### src/rtl/core/bdl_pkg.sv
// ----------------------------------------------------------------------------
// bdl_pkg
// Shared constants and types for the button debouncer with lockout.
// ----------------------------------------------------------------------------
package bdl_pkg;

    localparam int unsigned NUM_BUTTONS_DEF = 4;
    localparam int unsigned COUNT_WIDTH_DEF = 16;

    localparam int unsigned CFG_DATA_W  = 16;
    localparam int unsigned CFG_INDEX_W = 2;

    typedef logic [CFG_DATA_W-1:0]  cfg_data_t;
    typedef logic [CFG_INDEX_W-1:0] cfg_index_t;

    // register indexes of the configuration port
    localparam cfg_index_t REG_DEBOUNCE      = 2'd0;
    localparam cfg_index_t REG_REFRACTORY    = 2'd1;
    localparam cfg_index_t REG_UNSTABLE_HOLD = 2'd2;
    localparam cfg_index_t REG_PRESSED_LEVEL = 2'd3;

    // reset values of the configuration registers
    localparam cfg_data_t DEBOUNCE_RST      = 16'd20;
    localparam cfg_data_t REFRACTORY_RST    = 16'd50;
    localparam cfg_data_t UNSTABLE_HOLD_RST = 16'd5;
    localparam logic      PRESSED_LEVEL_RST = 1'b0;

endpackage

### src/rtl/core/bdl_levels_if.sv
// ----------------------------------------------------------------------------
// bdl_levels_if
// Tick channel carrying the raw button levels, valid/ready handshake.
// ----------------------------------------------------------------------------
interface bdl_levels_if #(
    parameter int unsigned NUM_BUTTONS = bdl_pkg::NUM_BUTTONS_DEF
) ();
    logic                   valid;
    logic                   ready;
    logic [NUM_BUTTONS-1:0] button_levels;

    modport source (output valid, output button_levels, input ready);
    modport sink   (input valid, input button_levels, output ready);
endinterface

### src/rtl/core/bdl_events_if.sv
// ----------------------------------------------------------------------------
// bdl_events_if
// Result channel carrying press/release events and the debounced state.
// ----------------------------------------------------------------------------
interface bdl_events_if #(
    parameter int unsigned NUM_BUTTONS = bdl_pkg::NUM_BUTTONS_DEF
) ();
    logic                   valid;
    logic                   ready;
    logic [NUM_BUTTONS-1:0] down_events;
    logic [NUM_BUTTONS-1:0] up_events;
    logic [NUM_BUTTONS-1:0] pressed_mask;

    modport source (output valid, output down_events, output up_events,
                    output pressed_mask, input ready);
    modport sink   (input valid, input down_events, input up_events,
                    input pressed_mask, output ready);
endinterface

### src/rtl/core/button_debounce_lockout.sv
// A tick beat goes to the input register, then to the result register once that is
// free or being read; per-button decrements and compares are the single logic stage
// between the two. Throughput: one tick per cycle unless the result side stalls.
// A full result register does not stall input while the input register is free.
// Reset (rst_n low, asynchronous): all buttons released, idle, no lockout, and the
// configuration registers return to debounce 20, refractory 50, unstable hold 5.
// ----------------------------------------------------------------------------
// button_debounce_lockout
// Four-button (by default) debouncer with per-button sample/resample check
// and lockout after a release or after disagreeing samples.
// ----------------------------------------------------------------------------
module button_debounce_lockout #(
    parameter int unsigned NUM_BUTTONS = bdl_pkg::NUM_BUTTONS_DEF,
    parameter int unsigned COUNT_WIDTH = bdl_pkg::COUNT_WIDTH_DEF
) (
    input  logic                clk,
    input  logic                rst_n,
    bdl_levels_if.sink          levels,
    bdl_events_if.source        events,
    input  logic                cfg_wr_en,
    input  bdl_pkg::cfg_index_t cfg_index,
    input  bdl_pkg::cfg_data_t  cfg_wdata
);
    import bdl_pkg::*;

    typedef logic [COUNT_WIDTH-1:0] count_t;

    cfg_data_t debounce_reg;
    cfg_data_t refractory_reg;
    cfg_data_t unstable_hold_reg;
    logic      pressed_level_reg;

    cfg_data_t debounce_eff;
    count_t    debounce_load;
    count_t    refractory_load;
    count_t    unstable_load;

    logic                   stage_valid_reg;
    logic [NUM_BUTTONS-1:0] stage_levels_reg;
    logic                   out_valid_reg;
    logic [NUM_BUTTONS-1:0] down_reg;
    logic [NUM_BUTTONS-1:0] up_reg;
    logic [NUM_BUTTONS-1:0] mask_reg;

    wire  [NUM_BUTTONS-1:0] down_next;
    wire  [NUM_BUTTONS-1:0] up_next;
    wire  [NUM_BUTTONS-1:0] mask_next;

    logic advance;

    // ------------------------------------------------------------------
    // configuration registers
    // ------------------------------------------------------------------
    always_ff @(posedge clk or negedge rst_n)
    begin
        if (!rst_n)
        begin
            debounce_reg      <= DEBOUNCE_RST;
            refractory_reg    <= REFRACTORY_RST;
            unstable_hold_reg <= UNSTABLE_HOLD_RST;
            pressed_level_reg <= PRESSED_LEVEL_RST;
        end
        else if (cfg_wr_en)
        begin
            case (cfg_index)
                REG_DEBOUNCE:      debounce_reg      <= cfg_wdata;
                REG_REFRACTORY:    refractory_reg    <= cfg_wdata;
                REG_UNSTABLE_HOLD: unstable_hold_reg <= cfg_wdata;
                REG_PRESSED_LEVEL: pressed_level_reg <= cfg_wdata[0];
                default: ;
            endcase
        end
    end

    // a zero debounce acts as one tick
    assign debounce_eff = (debounce_reg == '0) ? cfg_data_t'(1) : debounce_reg;

    // saturate loaded counts at the counter width
    generate
        if (COUNT_WIDTH >= CFG_DATA_W)
        begin : g_wide_count
            assign debounce_load   = count_t'(debounce_eff);
            assign refractory_load = count_t'(refractory_reg);
            assign unstable_load   = count_t'(unstable_hold_reg);
        end
        else
        begin : g_narrow_count
            assign debounce_load   = (debounce_eff[CFG_DATA_W-1:COUNT_WIDTH] != '0) ?
                                     '1 : debounce_eff[COUNT_WIDTH-1:0];
            assign refractory_load = (refractory_reg[CFG_DATA_W-1:COUNT_WIDTH] != '0) ?
                                     '1 : refractory_reg[COUNT_WIDTH-1:0];
            assign unstable_load   = (unstable_hold_reg[CFG_DATA_W-1:COUNT_WIDTH] != '0) ?
                                     '1 : unstable_hold_reg[COUNT_WIDTH-1:0];
        end
    endgenerate

    // ------------------------------------------------------------------
    // handshake: input register, then result register
    // ------------------------------------------------------------------
    assign advance      = stage_valid_reg && (!out_valid_reg || events.ready);
    assign levels.ready = !stage_valid_reg || advance;

    always_ff @(posedge clk or negedge rst_n)
    begin
        if (!rst_n)
        begin
            stage_valid_reg <= 1'b0;
        end
        else if (levels.valid && levels.ready)
        begin
            stage_valid_reg <= 1'b1;
        end
        else if (advance)
        begin
            stage_valid_reg <= 1'b0;
        end
    end

    always_ff @(posedge clk)
    begin
        if (levels.valid && levels.ready)
        begin
            stage_levels_reg <= levels.button_levels;
        end
    end

    always_ff @(posedge clk or negedge rst_n)
    begin
        if (!rst_n)
        begin
            out_valid_reg <= 1'b0;
        end
        else if (advance)
        begin
            out_valid_reg <= 1'b1;
        end
        else if (events.ready)
        begin
            out_valid_reg <= 1'b0;
        end
    end

    always_ff @(posedge clk)
    begin
        if (advance)
        begin
            down_reg <= down_next;
            up_reg   <= up_next;
            mask_reg <= mask_next;
        end
    end

    assign events.valid        = out_valid_reg;
    assign events.down_events  = down_reg;
    assign events.up_events    = up_reg;
    assign events.pressed_mask = mask_reg;

    // ------------------------------------------------------------------
    // per-button check, all buttons in parallel
    // ------------------------------------------------------------------
    generate
        for (genvar i = 0; i < NUM_BUTTONS; i++)
        begin : g_btn
            logic   last_reg,    last_next;
            logic   pend_reg,    pend_next;
            logic   active_reg,  active_next;
            logic   first_reg,   first_next;
            logic   pressed_reg, pressed_next;
            count_t wait_reg,    wait_next;
            count_t lock_reg,    lock_next;
            logic   down_bit;
            logic   up_bit;
            logic   lvl;

            assign lvl = stage_levels_reg[i];

            always_comb
            begin
                lock_next    = lock_reg;
                wait_next    = wait_reg;
                active_next  = active_reg;
                first_next   = first_reg;
                pressed_next = pressed_reg;
                down_bit     = 1'b0;
                up_bit       = 1'b0;

                if (lock_next != '0)
                begin
                    lock_next = lock_next - 1'b1;
                end

                last_next = lvl;
                pend_next = pend_reg | (lvl != last_reg);

                // running check: count down, then resample
                if (active_reg)
                begin
                    if (wait_next != '0)
                    begin
                        wait_next = wait_next - 1'b1;
                    end
                    if (wait_next == '0)
                    begin
                        active_next = 1'b0;
                        if (lvl != first_reg)
                        begin
                            lock_next = unstable_load;
                        end
                        else if ((lvl == pressed_level_reg) && !pressed_reg)
                        begin
                            pressed_next = 1'b1;
                            down_bit     = 1'b1;
                        end
                        else if ((lvl != pressed_level_reg) && pressed_reg)
                        begin
                            pressed_next = 1'b0;
                            up_bit       = 1'b1;
                            lock_next    = refractory_load;
                        end
                    end
                end

                // idle with pending edge: start a check unless locked out
                if (!active_next && pend_next)
                begin
                    pend_next = 1'b0;
                    if (lock_next == '0)
                    begin
                        first_next  = lvl;
                        wait_next   = debounce_load;
                        active_next = 1'b1;
                    end
                end
            end

            always_ff @(posedge clk or negedge rst_n)
            begin
                if (!rst_n)
                begin
                    last_reg    <= 1'b0;
                    pend_reg    <= 1'b0;
                    active_reg  <= 1'b0;
                    first_reg   <= 1'b0;
                    pressed_reg <= 1'b0;
                    wait_reg    <= '0;
                    lock_reg    <= '0;
                end
                else if (advance)
                begin
                    last_reg    <= last_next;
                    pend_reg    <= pend_next;
                    active_reg  <= active_next;
                    first_reg   <= first_next;
                    pressed_reg <= pressed_next;
                    wait_reg    <= wait_next;
                    lock_reg    <= lock_next;
                end
            end

            assign down_next[i] = down_bit;
            assign up_next[i]   = up_bit;
            assign mask_next[i] = pressed_next;
        end
    endgenerate

endmodule

### src/flat_wrapper.sv
// flat-port wrapper written by rule: the top's interface ports become plain ports
module button_debounce_lockout_flat import bdl_pkg::*;
#(
    parameter int unsigned NUM_BUTTONS = bdl_pkg::NUM_BUTTONS_DEF,
    parameter int unsigned COUNT_WIDTH = bdl_pkg::COUNT_WIDTH_DEF
)
  (clk, rst_n, cfg_wr_en, cfg_index, cfg_wdata, levels_valid, levels_button_levels, levels_ready, events_valid, events_down_events, events_up_events, events_pressed_mask, events_ready);
  bdl_levels_if #(.NUM_BUTTONS(NUM_BUTTONS)) levels_i ();
  bdl_events_if #(.NUM_BUTTONS(NUM_BUTTONS)) events_i ();
  input  logic clk;
  input  logic rst_n;
  input  logic cfg_wr_en;
  input  bdl_pkg::cfg_index_t cfg_index;
  input  bdl_pkg::cfg_data_t cfg_wdata;
  input wire logic [$bits(levels_i.valid)-1:0] levels_valid;
  input wire logic [$bits(levels_i.button_levels)-1:0] levels_button_levels;
  output wire logic [$bits(levels_i.ready)-1:0] levels_ready;
  output wire logic [$bits(events_i.valid)-1:0] events_valid;
  output wire logic [$bits(events_i.down_events)-1:0] events_down_events;
  output wire logic [$bits(events_i.up_events)-1:0] events_up_events;
  output wire logic [$bits(events_i.pressed_mask)-1:0] events_pressed_mask;
  input wire logic [$bits(events_i.ready)-1:0] events_ready;
  assign levels_i.valid = levels_valid;
  assign levels_i.button_levels = levels_button_levels;
  assign levels_ready = levels_i.ready;
  assign events_valid = events_i.valid;
  assign events_down_events = events_i.down_events;
  assign events_up_events = events_i.up_events;
  assign events_pressed_mask = events_i.pressed_mask;
  assign events_i.ready = events_ready;
  button_debounce_lockout #(.NUM_BUTTONS(NUM_BUTTONS), .COUNT_WIDTH(COUNT_WIDTH)) u_core (.clk(clk), .rst_n(rst_n), .levels(levels_i), .events(events_i), .cfg_wr_en(cfg_wr_en), .cfg_index(cfg_index), .cfg_wdata(cfg_wdata));
endmodule
### config.mk
export PLATFORM = sky130hd
export DESIGN_NAME = button_debounce_lockout_flat
export DESIGN_NICKNAME = d
export VERILOG_FILES = /design/src/rtl/core/bdl_pkg.sv /design/src/rtl/core/bdl_levels_if.sv /design/src/rtl/core/bdl_events_if.sv /design/src/rtl/core/button_debounce_lockout.sv /design/src/flat_wrapper.sv
export SDC_FILE = /design/constraint.sdc
export NUM_CORES = 1
export LEC_CHECK = 0
export ABC_AREA = 0
export BUFFER_PORTS_ARGS = -buffer_cell sky130_fd_sc_hd__buf_2
export CORE_UTILIZATION = 45
export DETAILED_ROUTE_END_ITERATION = 10
export PLACE_DENSITY_LB_ADDON = 0.12
export SLEW_MARGIN = 30
export SYNTH_ARGS = -nofsm -noshare
export SYNTH_HDL_FRONTEND = slang
export SYNTH_SLANG_ARGS = --single-unit
### constraint.sdc
create_clock -name clk -period 13.45 [get_ports clk]
set_input_delay 2.69 -clock clk [delete_from_list [all_inputs] [get_ports clk]]
set_output_delay 2.69 -clock clk [all_outputs]
set_load 0.01 [all_outputs]
==> results of run 1 <==
==> path summary, 6_finish.rpt <==
check                                                        start                                       to  slack, ns  cells past startpoint
setup / recovery                                      events_ready                             levels_ready       7.64                      3
hold / removal                u_core.g_btn[3].last_reg$_DFFE_PN0P_     u_core.g_btn[3].last_reg$_DFFE_PN0P_       0.49                      2
setup reg to reg           u_core.g_btn[2].wait_reg[0]$_DFFE_PN0P_  u_core.g_btn[2].wait_reg[1]$_DFFE_PN0P_       7.82                     12
hold reg to reg               u_core.g_btn[3].last_reg$_DFFE_PN0P_     u_core.g_btn[3].last_reg$_DFFE_PN0P_       0.49                      2
max in group asynchronous                                    rst_n  u_core.g_btn[1].wait_reg[2]$_DFFE_PN0P_       9.48                      3
min in group asynchronous                                    rst_n  u_core.g_btn[3].lock_reg[0]$_DFFE_PN0P_       2.12                      1
==> layer usage <==
metal	global-route usage, %	routed length (um)	up-vias
met5	0	0	-
met4	9.37	1760	0
met3	3.99	3910	101
met2	47.8	24700	686
met1	44.5	25100	7704
li1	-	-	7253
==> through the flow <==
step | utilization, % | instance area [um^2] | std cells | worst slack [ns] | hold WS, ns
finish | 49.8 | 17200 | 2387 | 7.64 | 0.494
global placement | 47.0 | 16200 | 2336 | 7.64 | 0.484
detailed placement | 47.0 | 16200 | 2337 | 7.64 | 0.483
global route | 49.8 | 17200 | 2387 | 7.54 | 0.526
CTS | 49.7 | 17200 | 2385 | 7.64 | 0.498
floorplan | - | 15800 | 1959 | 7.86 | 0.457
==> cell usage in the layout (no fill, tap or decap), types with 19 or more instances in the layout <==
master	Yosys	layout
a21oi_1	113	113
a22o_1	21	21
a22oi_1	22	22
and3_1	19	19
buf_2	5	39
buf_4	0	21
clkbuf_16	0	27
dfrtp_1	192	192
inv_1	65	65
mux2_2	51	51
nand2_1	215	214
nand3_1	61	61
nand4_1	30	30
nor2_1	171	171
nor3_1	82	82
nor4_1	66	64
o211ai_1	19	19
o21ai_0	163	163
o22ai_1	29	29
o2bb2ai_1	25	25
or3_1	30	30
or4_1	21	20
xnor2_1	32	32
xor2_1	27	27
==> power by group through the flow <==
stage	clock network [W]	registers (W)	logic, W
after global routing	0.000809	0.00105	0.000865
after CTS	0.000787	0.00103	0.000766
after global placement	0	0.00104	0.000753
final	0.000775	0.00104	0.000776
after detailed placement	0	0.00104	0.000763
after floorplan	0	0.000902	0.000620
==> kinds of logic after synthesis <==
group,share of synthesized area (%)
xor gates and xnor gates,3.27
buffers and inverters,5.04
AOI/OAI and AO/OA,24.4
muxes,4.81
and+or+nand+nor,27.0
adders and majority gates,0.950
DFF,34.6
==> cell type report <==
type,instances,area [um^2],area share (%)
Inverter,66,250,1.45
Timing Repair Buffer,65,417,2.42
Clock inverter,9,148,0.858
Tap cell,455,569,3.31
Clock buffer,39,781,4.54
Multi-Input combinational cell,1538,9580,55.6
Sequential cell,215,5470,31.8
==> tightest hold or removal path, delay by kind of cell (launching register included) <==
kind,cells,cell delay [ns]
flip-flops,1,0.35
AND/OR/NAND/NOR,2,0.11
==> run_results.csv, run 1 <==
group,metric,value,unit
yosys,yosysMostFrequentCell,"nand2_1",
yosys,synth_area_per_cell,8.07,um^2
yosys,syn_inst,1959,
die,die_area,35900,um^2
setup_path,crit_family,"buffers and inverters",
finish,fin_nets,1951,
place,io_buffer_count,40,
setup_path,end_kind,"output pin",
sta,worstMarginPinSlew,0.993,ns
clocking,cts_max_path_buffers,3,
setup_path,crit_slowest_cell,"nand3b_1",
setup_path,critical_path_class,"in2out",
hold_path,holdCritPathClass,"reg2reg",
yosys,syn_area,15800,um^2
finish,diodes,0,
place,place.gp.congestion,0.947,
yosys,ys_seq_area_share,34.6,%
setup_path,crit_top_cell,"buf_2",
clocking,cts-root-buf,"clkbuf_16",
die,initial_core_util,45.7,%
setup_path,worst_path_largest_cell_delay,0.17,ns
global_route,grt_max_degree,75,
power_and_ir_drop,seq_power_share,40.2,%
detailed_routing,viasPerCell,6.60,
die,coreArea,34500,um^2
yosys,synthFlopType,"dfrtp_1",
setup_path,crit_chain,"buf_2, nand3b_1, buf_2",
yosys,netlist_top_cells_area,"dfrtp_1 (30%), o21ai_0 (5.2%), nand2_1 (5.1%)",
sta,period_minus_slack,5.81,ns
yosys,yosysUniqueCellTypes,90,
power_and_ir_drop,switchingPower,0.00102,W
sta,grt_setup_unrepaired,"no",
flow_run,max-cap-violations,0,
detailed_routing,vias,15700,
detailed_routing,drtAntennaViolNets,0,
sta,clock.fmax,0.172,GHz
yosys,synth_top_area_share,30.4,%
clocking,htreeDepth,1,
clocking,cts_tree,"built",
sta,tns,0,ns
global_route,antenna_found_initial,1,
detailed_routing,wl,55.4,mm
sta,drv_slew,0,
finish,drive_gt1_share,10.9,%
clocking,worstSkewPairLatency,0.56,ns
setup_path,cp.arrival,3.12,ns
global_route,grt_pass1_wl,86.6,mm
die,fp.dieW,189,um
clocking,numCtsBuffers,26,
power_and_ir_drop,p_total,0.00259,W
clocking,postCtsSetupRepairBufs,0,
outcome,outcome,"complete, no violations",
global_route,grt_pass1_vias,14400,
sta,min_period_over_period,43.2,%
power_and_ir_drop,comb_power_share,29.9,%
power_and_ir_drop,switching_share,39.2,%
clocking,hold_buffers,0,
sta,finalSetupViolations,0,
setup_path,critPathMaxFanout,3,
clocking,cts_sinks,215,
setup_path,cp.required,10.76,ns
yosys,async_flop_share,92.6,%
power_and_ir_drop,power.leakage,6.55,nW
power_and_ir_drop,powerDensity,151,nW/um^2
die,pin_count,41,
sta,fin_skew,0.0133,ns
sta,max-slew-margin-rel,33.2,%
yosys,synth_nets,1998,
setup_path,startpoint_type,"input pin",
global_route,gr-total-overflow,0,
global_route,track_usage,30.8,%
clocking,cts_resized,0,
die,rows,68,
detailed_routing,drt_iter0_drc,1775,
yosys,synth_edf_count,16,
finish,area_growth_syn_to_layout,8.92,%
yosys,yosys_warnings,0,
detailed_routing,dr.pass1.iters,6,
power_and_ir_drop,peakVddDrop,0.000112,V
sta,hold_violations,0,
die,die_h,189,um
detailed_routing,drc,0,
yosys,synth_common_cells,"nand2_1 (215), dfrtp_1 (192), nor2_1 (171)",
place,dp_hpwl,38.8,mm
detailed_routing,routedWlPerCell,23.2,um
power_and_ir_drop,p_int,0.00158,W
finish,fillCellCount,3376,
yosys,yosysTopAreaCell,"dfrtp_1",
power_and_ir_drop,p_clk_share,29.9,%
yosys,ys_seq_elements,215,
setup_path,crit_buf_inv,2,
clocking,clkSlewWorstSetupHoldPaths,0.06,ns
(Power assumes the default switching activity.)
==> run 2, diff against run 1 <==
Clock period 13.45 ns to 4.8 ns, I/O delays scaled along.
==> run_results.csv, run 2 (same netlist as run 1, synthesis figures left out) <==
group,metric,value,unit
place,place.gp.congestion,0.966,
setup_path,cp.required,5.25,ns
outcome,outcome,"complete, no violations",
sta,min_period_over_period,94.3,%
power_and_ir_drop,peakVddDrop,0.000301,V
clocking,hold_buffers,0,
global_route,top_usage_layer,"met2",
die,initial_core_util,45.7,%
clocking,htreeDepth,1,
setup_path,startpoint_type,"register",
setup_path,crit_buf_inv,3,
global_route,gr-total-overflow,0,
sta,worstMarginPinSlew,0.960,ns
setup_path,crit_family,"simple AND/OR/NAND/NOR gates",
finish,fin_nets,1991,
finish,fillCellCount,3326,
die,coreArea,34500,um^2
hold_path,holdCritPathClass,"in2async",
setup_path,critical_path_class,"reg2reg",
clocking,worstSkewPairLatency,0.57,ns
place,dp_slack,0.231,ns
global_route,grt_use_met3,4.73,%
sta,grt_setup_unrepaired,"no",
clocking,cts-root-buf,"clkbuf_16",
die,die_h,189,um
global_route,grt_pass1_vias,14800,
sta,drv_slew,0,
setup_path,worst_path_largest_cell_delay,0.56,ns
clocking,clkSlewWorstSetupHoldPaths,0.07,ns
finish,layout_common_cells,"nand2_1 (214), dfrtp_1 (192), nor2_1 (171)",
place,io_buffer_count,40,
die,fp.dieW,189,um
die,pin_count,41,
global_route,grt_util_met1,43.9,%
die,rows,68,
detailed_routing,viasPerCell,6.58,
finish,ff_latch_area,5470,um^2
global_route,track_usage,30.9,%
sta,clock.fmax,0.221,GHz
flow_run,max-cap-violations,0,
global_route,grt_max_degree,118,
sta,period_minus_slack,4.53,ns
finish,multiInputGateArea,9590,um^2
sta,setup_ws,0.272,ns
place,dp_hpwl,39.7,mm
detailed_routing,drc,0,
finish,final_common_cell,"nand2_1",
clocking,numCtsBuffers,26,
detailed_routing,wl,55.7,mm
setup_path,crit_slowest_cell,"or4_1",
setup_path,critPathMaxFanout,31,
global_route,grt_pass1_wl,86.9,mm
detailed_routing,dr.pass1.iters,6,
detailed_routing,vias,16000,
sta,max-slew-margin-rel,35.4,%
finish,drive_gt1_share,13.0,%
finish,area_growth_syn_to_layout,10.8,%
detailed_routing,routedWlPerCell,22.9,um
setup_path,crit_chain,"inv_1, ha_1, or4b_1, or4_1, nor3_1, o21ai_0, nor4_2, buf_4, nand2_1, a211o_1, nor4b_2, buf_12, a21oi_1, a311o_1",
global_route,antenna_found_initial,1,
power_and_ir_drop,power.leakage,6.74,nW
setup_path,cp.arrival,4.97,ns
clocking,cts_max_path_buffers,3,
die,die_area,35900,um^2
power_and_ir_drop,p_total,0.00716,W
global_route,grt_use_met2,48.1,%
sta,hold_violations,0,
clocking,cts_sinks,215,
sta,finalSetupViolations,0,
sta,fin_skew,0.0221,ns
power_and_ir_drop,powerDensity,409,nW/um^2
sta,tns,0,ns
detailed_routing,drtAntennaViolNets,0,
setup_path,end_kind,"register",
clocking,cts_tree,"built",
detailed_routing,drt_iter0_drc,1606,
## run 2: cell types whose count changed in the layout (fill, tap and decap cells not counted), sizes merged, moves of 2 or more
cell and delta:
buf +40, clkbuf -9, clkinv +6, inv +4, bufinv -2, diode +2
## run 2: area by class of cell
cell class,instances,share of cell area (%)
multi-input cells,1538,54.8
flip-flops and latches,215,31.2
repair buffers,105,4.32
clock buffers,30,3.92
well taps,455,3.25
inverters,66,1.43
clock inverters,18,1.05
diodes,2,0.0286
## run 2: final timing paths
| path | startpoint | to | slack (ns) | depth (start not counted) |
|---|---|---|---|---|
| max | u_core.g_btn[0].wait_reg[0]$_DFFE_PN0P_ | u_core.g_btn[0].wait_reg[14]$_DFFE_PN0P_ | 0.27 | 14 |
| max reg2reg | u_core.g_btn[0].wait_reg[0]$_DFFE_PN0P_ | u_core.g_btn[0].wait_reg[14]$_DFFE_PN0P_ | 0.27 | 14 |
| max in group asynchronous | rst_n | u_core.g_btn[2].wait_reg[9]$_DFFE_PN0P_ | 3.31 | 3 |
| min in group clk | u_core.g_btn[1].last_reg$_DFFE_PN0P_ | u_core.g_btn[1].last_reg$_DFFE_PN0P_ | 0.50 | 2 |
| min | rst_n | u_core.g_btn[3].lock_reg[4]$_DFFE_PN0P_ | 0.26 | 1 |
| min reg2reg | u_core.g_btn[1].last_reg$_DFFE_PN0P_ | u_core.g_btn[1].last_reg$_DFFE_PN0P_ | 0.50 | 2 |
## run 2: power breakdown
group          leakage (nW)  internal, W  switching [W]
logic                  3.73     0.000932        0.00130
clock network         0.427      0.00115       0.000871
registers              2.58      0.00218       0.000725
total                  6.74      0.00426        0.00289
## run 2: through the flow
| stage | area [um^2] | hold WS [ns] | util, % | cells |
|---|---|---|---|---|
| 4_1_cts | 17400 | 0.502 | 50.5 | 2426 |
| 2_1_floorplan | 15800 | 0.457 | - | 1959 |
| 3_3_place_gp | 16600 | 0.480 | 48.0 | 2378 |
| 6_report | 17500 | 0.260 | 50.7 | 2429 |
| 3_5_place_dp | 16600 | 0.487 | 48.0 | 2378 |
| 5_1_grt | 17500 | 0.282 | 50.7 | 2428 |
## run 2: worst register-to-register path, stage by stage (launching register included)
cell and delay (ns):
dfrtp_1 0.43, inv_1 0.11, ha_1 0.27, or4b_1 0.55, or4_1 0.56, nor3_1 0.22, o21ai_0 0.14, nor4_2 0.31
buf_4 0.27, nand2_1 0.10, a211o_1 0.36, nor4b_2 0.42, buf_12 0.24, a21oi_1 0.09, a311o_1 0.35
## run 2: layer usage
layer	up-vias	share of wire, %
li1	7335	-
met5	-	0
met2	721	45
met1	7807	44
met3	125	7.9
met4	0	3.1
## run 2: timing repair
item	4_1_cts	5_1_grt
resized for setup	0	5
setup endpoints to repair	0	18
setup buffers	0	0
endpoints found under the hold margin	0	0
==> run 3, diff against run 2 <==
Settings changed: REMOVE_ABC_BUFFERS set to 1.
==> run_results.csv, run 3 (same netlist as run 1, synthesis figures left out) <==
group,metric,value,unit
outcome,outcome,"complete, no violations",
detailed_routing,wl,55.3,mm
detailed_routing,vias,15700,
detailed_routing,viasPerCell,6.48,
clocking,cts-root-buf,"clkbuf_16",
setup_path,end_kind,"register",
setup_path,critPathMaxFanout,22,
clocking,cts_sinks,215,
flow_run,max-cap-violations,0,
die,initial_core_util,45.7,%
sta,worst_hold_slack,0.475,ns
power_and_ir_drop,powerDensity,413,nW/um^2
power_and_ir_drop,peakVddDrop,0.000291,V
detailed_routing,routedWlPerCell,22.8,um
setup_path,r2r_end,"u_core.g_btn[1].wait_reg[14]$_DFFE_PN0P_",
die,rows,68,
clocking,clkSlewWorstSetupHoldPaths,0.06,ns
sta,clock.fmax,0.222,GHz
clocking,cts_max_path_buffers,3,
finish,final_common_cell,"nand2_1",
sta,period_minus_slack,4.51,ns
detailed_routing,drt_iter0_drc,1667,
die,fp.dieW,189,um
global_route,grt_max_degree,91,
detailed_routing,drtAntennaViolNets,0,
global_route,grt_pass1_wl,86.1,mm
clocking,htreeDepth,1,
setup_path,cp.required,5.25,ns
global_route,track_usage,30.7,%
sta,hold_violations,0,
sta,max-slew-margin-rel,34.1,%
finish,fin_util,50.5,%
sta,worstMarginPinSlew,0.986,ns
place,dp_slack,0.213,ns
finish,drive_gt1_share,12.4,%
sta,min_period_over_period,93.9,%
global_route,gr-total-overflow,0,
finish,fin_nets,1985,
power_and_ir_drop,power.leakage,6.70,nW
setup_path,cp.arrival,4.96,ns
clocking,cts_tree,"built",
clocking,numCtsBuffers,27,
setup_path,r2r_cells,13,
place,dpl_cell_area,16500,um^2
detailed_routing,dr.pass1.iters,5,
die,die_h,189,um
place,place.gp.congestion,0.957,
global_route,grt_pass1_vias,14500,
sta,fin_skew,0.0223,ns
setup_path,startpoint_type,"register",
setup_path,worst_path_largest_cell_delay,0.64,ns
place,dp_hpwl,39.4,mm
sta,setup_ws,0.292,ns
die,coreArea,34500,um^2
setup_path,ff2ff_setup_slack,0.29,ns
setup_path,critical_path_class,"reg2reg",
hold_path,holdCritPathClass,"in2async",
detailed_routing,drc,0,
die,pin_count,41,
die,die_area,35900,um^2
finish,area_growth_syn_to_layout,10.5,%
sta,finalSetupViolations,0,
finish,design_area,17500,um^2
setup_path,reg2reg_from,"u_core.g_btn[1].wait_reg[0]$_DFFE_PN0P_",
global_route,antenna_found_initial,2,
setup_path,crit_slowest_cell,"or4_4",
place,io_buffer_count,40,
setup_path,crit_chain,"inv_1, ha_1, or3b_1, o31ai_1, o2111ai_1, or4b_4, or4_4, nor4b_4, o211ai_2, or4_1, buf_4, a21o_1, a22o_1",
sta,drv_slew,0,
finish,layout_common_cells,"nand2_1 (214), dfrtp_1 (192), nor2_1 (171)",
sta,tns,0,ns
clocking,worstSkewPairLatency,0.56,ns
==> run 3: cell types whose count changed in the layout (fill, tap and decap cells not counted), sizes merged <==
cell      previous run  this run
diode                2         1
clkbuf              30        41
buf                105        97
clkinvlp             2         4
inv                 70        67
clkinv              10         3
==> run 3: area by class of cell <==
type / instances / area [um^2]
Sequential cell: 215 / 5470
Multi-Input combinational cell: 1538 / 9580
Timing Repair Buffer: 98 / 694
Clock buffer: 40 / 785
Clock inverter: 10 / 114
Inverter: 66 / 250
Fill cell: 3417 / 17100
Antenna cell: 1 / 2.50
Tap cell: 455 / 569
==> run 3: how the worst max path moves through the flow <==
stage / start / end / slack, ns / cells after the start
floorplan: events_ready / u_core.g_btn[3].wait_reg[1]$_DFFE_PN0P_ / -3.29 / 5
global placement: u_core.g_btn[3].wait_reg[0]$_DFFE_PN0P_ / u_core.g_btn[3].wait_reg[6]$_DFFE_PN0P_ / 0.23 / 13
detailed placement: u_core.g_btn[3].wait_reg[0]$_DFFE_PN0P_ / u_core.g_btn[3].wait_reg[1]$_DFFE_PN0P_ / 0.21 / 13
CTS: u_core.g_btn[3].wait_reg[0]$_DFFE_PN0P_ / u_core.g_btn[3].wait_reg[6]$_DFFE_PN0P_ / 0.19 / 13
global route: u_core.g_btn[3].wait_reg[0]$_DFFE_PN0P_ / u_core.g_btn[3].wait_reg[9]$_DFFE_PN0P_ / -0.006 / 14
finish: u_core.g_btn[1].wait_reg[0]$_DFFE_PN0P_ / u_core.g_btn[1].wait_reg[14]$_DFFE_PN0P_ / 0.29 / 13
==> run 3: where the power goes <==
| part | switching, W | total [W] | leakage [nW] | internal [W] |
|---|---|---|---|---|
| Sequential | 0.000689 | 0.00287 | 2.58 | 0.00218 |
| Combinational | 0.00130 | 0.00223 | 3.69 | 0.000930 |
| Clock | 0.000860 | 0.00210 | 0.429 | 0.00124 |
| Total | 0.00285 | 0.00721 | 6.70 | 0.00435 |
==> run 3: what timing repair did <==
action	in CTS	in global routing
buffers inserted	0	1
hold buffers	0	0
endpoints found under the hold margin	0	0
endpoints found under the setup margin	0	8
resized for setup	0	2
==> run 3: per-stage QoR <==
stage,power [W],cells
floorplan,0.00421,1819
detailed placement,0.00507,2371
global route,0.00759,2423
global placement,0.00506,2371
CTS,0.00719,2421
finish,0.00721,2423
==> run 3: critical path: cells and delay by family (launching register included) <==
kind	cells	cell delay (ns)
buffers and inverters	2	0.37
adders and majority gates	1	0.19
AOI/OAI and AO/OA	5	0.85
DFF	1	0.43
and+or+nand+nor	5	2.51
==> run 3: metal layers <==
| layer | track usage [%] | part of all wire (%) | up-vias |
|---|---|---|---|
| met5 | 0 | 0.022 | - |
| met4 | 9.52 | 3.0 | 2 |
| met3 | 4.49 | 6.9 | 98 |
| met2 | 47.9 | 45 | 648 |
| met1 | 43.5 | 45 | 7620 |
| li1 | - | - | 7327 |
